File: config.mk
export PLATFORM = sky130hd
export DESIGN_NAME = mips_subset_execute_stage_top
export DESIGN_NICKNAME = d
export VERILOG_FILES = /design/src/rtl/core/mse_pkg.sv /design/src/rtl/core/mips_subset_execute_stage_top.sv
export SDC_FILE = /design/constraint.sdc
export NUM_CORES = 1
export LEC_CHECK = 0
export ABC_CLOCK_PERIOD_IN_PS = 5700
export BUFFER_PORTS_ARGS = -buffer_cell sky130_fd_sc_hd__buf_2
export CORE_ASPECT_RATIO = 0.75
export CORE_MARGIN = 2
export CORE_UTILIZATION = 55
export DETAILED_ROUTE_END_ITERATION = 8
export HOLD_SLACK_MARGIN = 0.05
export PLACE_DENSITY = 0.75
export REMOVE_ABC_BUFFERS = 1
export SLEW_MARGIN = 5
export SYNTH_ARGS = -nofsm -noshare
export SYNTH_HDL_FRONTEND = slang
export SYNTH_SLANG_ARGS = --single-unit
export TNS_END_PERCENT = 50
File: constraint.sdc
create_clock -name clk -period 5.7 [get_ports clk]
set_input_delay 0.855 -clock clk [delete_from_list [all_inputs] [get_ports clk]]
set_output_delay 0.855 -clock clk [all_outputs]
set_load 0.05 [all_outputs]
File: src/rtl/core/mse_pkg.sv
// types and codes shared by the mips subset execute stage and its checker
// no dependencies
`timescale 1ns / 1ps

package mse_pkg;

	typedef enum logic [2:0] {
		CLS_REG    = 3'd0,
		CLS_MEM    = 3'd1,
		CLS_BRANCH = 3'd2,
		CLS_JUMP   = 3'd3,
		CLS_NOP    = 3'd4,
		CLS_UNSUP  = 3'd5
	} instr_class_t;

	// primary opcodes, bits 31..26
	localparam logic [5:0] OP_SPECIAL = 6'h00;
	localparam logic [5:0] OP_J       = 6'h02;
	localparam logic [5:0] OP_JAL     = 6'h03;
	localparam logic [5:0] OP_BEQ     = 6'h04;
	localparam logic [5:0] OP_BNE     = 6'h05;
	localparam logic [5:0] OP_ADDI    = 6'h08;
	localparam logic [5:0] OP_ADDIU   = 6'h09;
	localparam logic [5:0] OP_SLTI    = 6'h0A;
	localparam logic [5:0] OP_ANDI    = 6'h0C;
	localparam logic [5:0] OP_ORI     = 6'h0D;
	localparam logic [5:0] OP_XORI    = 6'h0E;
	localparam logic [5:0] OP_LUI     = 6'h0F;
	localparam logic [5:0] OP_LW      = 6'h23;
	localparam logic [5:0] OP_SW      = 6'h2B;

	// function codes of the special opcode, bits 5..0
	localparam logic [5:0] FN_SLL  = 6'h00;
	localparam logic [5:0] FN_SRL  = 6'h02;
	localparam logic [5:0] FN_JR   = 6'h08;
	localparam logic [5:0] FN_ADD  = 6'h20;
	localparam logic [5:0] FN_ADDU = 6'h21;
	localparam logic [5:0] FN_SUB  = 6'h22;
	localparam logic [5:0] FN_AND  = 6'h24;
	localparam logic [5:0] FN_OR   = 6'h25;
	localparam logic [5:0] FN_SLT  = 6'h2A;

	localparam logic [4:0] LINK_REG = 5'd31;

	typedef struct packed {
		logic [31:0] instr;
		logic [31:0] instr_pc;
		logic [31:0] rs_value;
		logic [31:0] rt_value;
	} exe_req_t;

	typedef struct packed {
		logic [31:0]  alu_out;
		logic [4:0]   dest_reg;
		logic         reg_write;
		logic         mem_read;
		logic         store_en;
		logic [31:0]  store_data;
		logic         redirect;
		logic [31:0]  next_pc;
		instr_class_t instr_class;
		logic         branch_taken;
	} exe_rsp_t;

endpackage

File: src/rtl/core/mips_subset_execute_stage_top.sv
// execute stage for a mips32 integer subset: input register, decode/alu, result register
// depends on mse_pkg
`timescale 1ns / 1ps

// channel   | handshake                  | payload
// ----------+----------------------------+-----------------------------
// request   | start, accepted when !busy | req (mse_pkg::exe_req_t)
// result    | done, one cycle, no stall  | rsp (mse_pkg::exe_rsp_t)
//
// one transaction per cycle; the request is captured in the input register and the result
// in the result register, which drives rsp
// the alu and target adders sit between the input and result registers
// busy stays low, so start may be held high every cycle
// arst_n clears the valid flags only; payload registers are not reset
// the result is shown for one cycle and is never held back

module mips_subset_execute_stage_top (
	input  logic              clk,
	input  logic              arst_n,
	input  logic              start,
	output logic              busy,
	input  mse_pkg::exe_req_t req,
	output logic              done,
	output mse_pkg::exe_rsp_t rsp
);
	import mse_pkg::*;

	logic     valid_s1;
	exe_req_t req_s1;
	logic     done_s2;
	exe_rsp_t rsp_s2;
	exe_rsp_t rsp_d;

	logic [5:0]  op;
	logic [5:0]  fn;
	logic [4:0]  rt;
	logic [4:0]  rd;
	logic [4:0]  sh;
	logic [15:0] imm;
	logic [31:0] simm;
	logic [31:0] zimm;
	logic [31:0] a;
	logic [31:0] b;
	logic [31:0] seq;
	logic [31:0] jtarget;
	logic [31:0] btarget;
	logic [31:0] addr;

	assign busy = 1'b0;

	always_ff @(posedge clk or negedge arst_n) begin
		if (!arst_n) begin
			valid_s1 <= 1'b0;
			done_s2  <= 1'b0;
		end else begin
			valid_s1 <= start && !busy;
			done_s2  <= valid_s1;
		end
	end

	always_ff @(posedge clk) begin
		if (start && !busy) begin
			req_s1 <= req;
		end
		if (valid_s1) begin
			rsp_s2 <= rsp_d;
		end
	end

	assign op   = req_s1.instr[31:26];
	assign fn   = req_s1.instr[5:0];
	assign rt   = req_s1.instr[20:16];
	assign rd   = req_s1.instr[15:11];
	assign sh   = req_s1.instr[10:6];
	assign imm  = req_s1.instr[15:0];
	assign simm = {{16{imm[15]}}, imm};
	assign zimm = {16'h0000, imm};
	assign a    = req_s1.rs_value;
	assign b    = req_s1.rt_value;
	assign seq  = req_s1.instr_pc + 32'd4;
	assign addr = a + simm;

	assign jtarget = {seq[31:28], req_s1.instr[25:0], 2'b00};
	// pc + 4 + offset*4 in one adder: the low two bits pass through, the +4 is a carry in
	assign btarget = {req_s1.instr_pc[31:2] + simm[29:0] + 30'd1, req_s1.instr_pc[1:0]};

	always_comb begin
		logic wr;
		rsp_d             = '0;
		rsp_d.next_pc     = seq;
		rsp_d.instr_class = CLS_UNSUP;
		wr                = 1'b0;
		case (op)
			OP_SPECIAL: begin
				rsp_d.instr_class = CLS_REG;
				rsp_d.dest_reg    = rd;
				wr                = 1'b1;
				case (fn)
					FN_ADD, FN_ADDU: rsp_d.alu_out = a + b;
					FN_SUB:          rsp_d.alu_out = a - b;
					FN_AND:          rsp_d.alu_out = a & b;
					FN_OR:           rsp_d.alu_out = a | b;
					FN_SLT:          rsp_d.alu_out = {31'd0, $signed(a) < $signed(b)};
					FN_SLL:          rsp_d.alu_out = b << sh;
					FN_SRL:          rsp_d.alu_out = b >> sh;
					FN_JR: begin
						rsp_d.instr_class = CLS_JUMP;
						rsp_d.dest_reg    = '0;
						rsp_d.redirect    = 1'b1;
						rsp_d.next_pc     = a;
						wr                = 1'b0;
					end
					default: begin
						rsp_d.instr_class = CLS_UNSUP;
						rsp_d.dest_reg    = '0;
						wr                = 1'b0;
					end
				endcase
				// all-zero word is sll r0 and counts as a nop
				if (req_s1.instr == 32'd0) begin
					rsp_d.instr_class = CLS_NOP;
					rsp_d.dest_reg    = '0;
					rsp_d.alu_out     = '0;
					wr                = 1'b0;
				end
			end
			OP_J: begin
				rsp_d.instr_class = CLS_JUMP;
				rsp_d.redirect    = 1'b1;
				rsp_d.next_pc     = jtarget;
			end
			OP_JAL: begin
				rsp_d.instr_class = CLS_JUMP;
				rsp_d.redirect    = 1'b1;
				rsp_d.next_pc     = jtarget;
				rsp_d.alu_out     = seq + 32'd4;
				rsp_d.dest_reg    = LINK_REG;
				wr                = 1'b1;
			end
			OP_BEQ, OP_BNE: begin
				rsp_d.instr_class  = CLS_BRANCH;
				rsp_d.branch_taken = (a == b) == (op == OP_BEQ);
				if (rsp_d.branch_taken) begin
					rsp_d.redirect = 1'b1;
					rsp_d.next_pc  = btarget;
				end
			end
			OP_ADDI, OP_ADDIU: begin
				rsp_d.instr_class = CLS_REG;
				rsp_d.dest_reg    = rt;
				rsp_d.alu_out     = addr;
				wr                = 1'b1;
			end
			OP_SLTI: begin
				rsp_d.instr_class = CLS_REG;
				rsp_d.dest_reg    = rt;
				rsp_d.alu_out     = {31'd0, $signed(a) < $signed(simm)};
				wr                = 1'b1;
			end
			OP_ANDI: begin
				rsp_d.instr_class = CLS_REG;
				rsp_d.dest_reg    = rt;
				rsp_d.alu_out     = a & zimm;
				wr                = 1'b1;
			end
			OP_ORI: begin
				rsp_d.instr_class = CLS_REG;
				rsp_d.dest_reg    = rt;
				rsp_d.alu_out     = a | zimm;
				wr                = 1'b1;
			end
			OP_XORI: begin
				rsp_d.instr_class = CLS_REG;
				rsp_d.dest_reg    = rt;
				rsp_d.alu_out     = a ^ zimm;
				wr                = 1'b1;
			end
			OP_LUI: begin
				rsp_d.instr_class = CLS_REG;
				rsp_d.dest_reg    = rt;
				rsp_d.alu_out     = {imm, 16'h0000};
				wr                = 1'b1;
			end
			OP_LW: begin
				rsp_d.instr_class = CLS_MEM;
				rsp_d.dest_reg    = rt;
				rsp_d.alu_out     = addr;
				rsp_d.mem_read    = 1'b1;
				wr                = 1'b1;
			end
			OP_SW: begin
				rsp_d.instr_class = CLS_MEM;
				rsp_d.alu_out     = addr;
				rsp_d.store_en    = 1'b1;
				rsp_d.store_data  = b;
			end
			default: begin
				rsp_d.instr_class = CLS_UNSUP;
			end
		endcase
		// writes to register zero are dropped
		rsp_d.reg_write = wr && (rsp_d.dest_reg != 5'd0);
	end

	assign done = done_s2;
	assign rsp  = rsp_s2;

endmodule

==> results.toml <==
[setup_path]
crit_required_ns = 6.06
worstSetupStartpoint = "b[13]$_DFFE_PP_"
reg2reg_from = "b[13]$_DFFE_PP_"
r2r-end = "rsp[108]$_DFFE_PP_"
crit_path_end_kind = "flip-flop"
worstPathMaxFanout = 9
crit_type = "flip-flop to flip-flop"
r2r_setup_slack_ns = 0.90
critPathLaunchType = "flip-flop"
worstPathArrival_ns = 5.16
rr_worst_depth = 12

[final_layout]
layout-drive-gt1-share_pct = 16.48
nets = 3119
syn2layout_area_growth_pct = 11.50
layout_common_cells = "nor2_1, buf_2, edfxtp_1, a21oi_1, ha_1"
layoutNonFillerInstCount = 3354
layout_commonest_cell = "nor2_1"

[yosys]
yosysSeqAreaShare_pct = 31.02
synthArstFlopShare_pct = 0.8368
avgSynthCellArea_um2 = 8.902
ys_ff_latch = 239
yosysWarnings = 0
synthDistinctLibCells = 99
syn_area_um2 = 23100
synth_top_area_share_pct = 30.81
ys.flop_type = "edfxtp_1"
synth.area.top_cells = "edfxtp_1, ha_1, mux4_2"
yosysTopAreaCell = "edfxtp_1"
syn_inst = 2595
synth-edff-count = 237

[placement]
dp_cells = 3305
place_hpwl_mm = 75.83
portBuffers = 240
globalplace.congestion = 1.079

[sta]
slew_headroom_pct = 11.68
fin_skew_ns = 0.02411
period_share_pct = 84.13
whs_ns = 0.4426
max_freq_mhz = 208.5
slew_viol_final = 0
hold_viol = 0
rsz0062_at_grt = "no"
period_needed_ns = 4.795
tightest_slew_ns = 1.314
tns_ns = 0
setup_viol = 0

[routing]
wl_per_cell_um = 29.72
first_pass_iters = 8
drc = 0
viasPerCell = 7.180
vias = 24081
wirelength_mm = 99.70
route.antenna.remaining_nets = 0
drt_iter0_markers = 4353

[pwr]
p_seq_share_pct = 34.2
power_mw = 6.751
p_per_area_nw_per_um2 = 262.1
switching_share_pct = 41.22
leakage_nw = 10.24
netSwitchingPower_mw = 2.783
irDropWorstVdd_v = 0.0003138
power_frac_comb_pct = 39.2
pwr-share-clk_pct = 26.6
power.internal_mw = 3.968

[floorplan]
die_h_um = 181.5
io_pins = 242
dieArea_um2 = 43670
core_um2 = 41080
die_x_um = 240.6
rows = 64
start_util_pct = 56.23

[min_path]
hp-class = "primary input to flip-flop"
hold_path_end = "op[3]$_DFFE_PP_"
min-delay-start = "req[125]"
hold_depth = 1

[clocking]
clkLatencyLatePin_ns = 0.59
htreeDepth = 1
postCtsSetupBuffers = 0
cts_resized = 0
cts_buffers = 26
path_clk_slew_ns = 0.06
cts_tree = "built"
clock_sinks = 239
ctsHoldBuffers = 1
root_buffer = "clkbuf_16"
clk_path_buf_depth = 3

[outcome]
status = "complete, no violations"

[global_routing]
grt.total_usage_pct = 44.19
grt_remaining_overflow = 0
grt_max_degree = 83
grt_pass1_vias = 22041
antenna_found_initial = 3
grt_pass1_wl_mm = 144.4

[run]
maxCapViolations = 0
-- flip-flops by register name, indices dropped and copies added (netlist names), 2 cells and up --
signal   cells
fn           6
op           6
jtarget     10
imm         10
b           32
req_s1      30
a           32
rsp        109
btarget      2
-- power groups by stage --
stage                     Sequential (mW)  Combinational (mW)  Clock (mW)
after CTS                            2.30                2.52        1.81
final                                2.31                2.65        1.79
after global placement               2.33                2.48           0
after floorplan                      2.57                1.40           0
after detailed placement             2.33                2.50           0
after global routing                 2.32                2.77        1.86
-- layout make-up --
cell class	count	area [um2]
fillers	3559	15320
multi-input cells	2053	14720
flip-flops and latches	239	7171
repair buffers	311	1755
well taps	561	701.9
clock buffers	28	679.4
inverters	142	533.0
clock inverters	18	191.4
diodes	2	5.005
-- cell usage after synthesis (31+ instances only) --
master and count:
a211oi_1 58, a21oi_1 219, and2_1 42, clkbuf_1 111, edfxtp_1 237, ha_1 211, inv_1 137, mux2i_1 40
mux4_2 51, nand2_1 199, nand3_1 55, nor2_1 246, nor3_1 41, o21ai_0 191, o221ai_1 33, o22ai_1 38
xnor2_1 73, xor2_1 31
-- layer usage --
layer | part of all wire, % | wire (um) | GRT usage (%) | vias up
met4 | 4.5 | 4462 | 15.08 | 2
met1 | 39 | 39230 | 62.35 | 11381
li1 | - | - | - | 10162
met2 | 40 | 40070 | 62.11 | 2168
met3 | 16 | 15930 | 16.07 | 368
met5 | 0.013 | 13 | 0 | -
-- cell families (layout without fill, tap and decap cells) --
kind of cell | count (synthesis) | count (layout) | share of synthesized area, %
xor+xnor | 106 | 106 | 4.084
flops | 239 | 239 | 31.02
mux | 97 | 97 | 6.998
compound gates | 860 | 860 | 24.50
simple gates | 774 | 774 | 16.22
other cells | 1 | 3 | 0.01623
fa+ha+maj | 215 | 215 | 11.77
buf+inv | 303 | 499 | 5.384
-- worst max-delay path by stage --
stage	endpoint	slack, ns	depth (start not counted)
after CTS	rsp[106]$_DFFE_PP_	1.28	12
final	rsp[108]$_DFFE_PP_	0.90	12
after global placement	rsp[16]$_DFFE_PP_	1.30	10
after detailed placement	rsp[16]$_DFFE_PP_	1.32	10
after global routing	rsp[106]$_DFFE_PP_	1.01	13
after floorplan	rsp[101]$_DFFE_PP_	-0.47	12
-- metrics by stage --
step                setup WS [ns]  utilization (%)  cell area (um2)
floorplan                 -0.4655                -            22390
global placement            1.304            60.55            24870
detailed placement          1.324            60.55            24870
CTS                         1.276            62.69            25750
global route                1.011            62.69            25750
finish                     0.9046            62.70            25760
-- critical path, stage by stage, from the launching register on --
cell and delay [ns]:
edfxtp_1 0.70, inv_1 0.24, ha_1 0.47, nor3_1 0.62, nand3b_1 0.29, a211oi_1 0.53
or3_1 0.37, a221o_1 0.27, a221o_1 0.26, a41oi_1 0.17, nor3b_1 0.32, a21oi_1 0.11
o221ai_1 0.21
No activity file was read; power rests on OpenSTA's default activity.
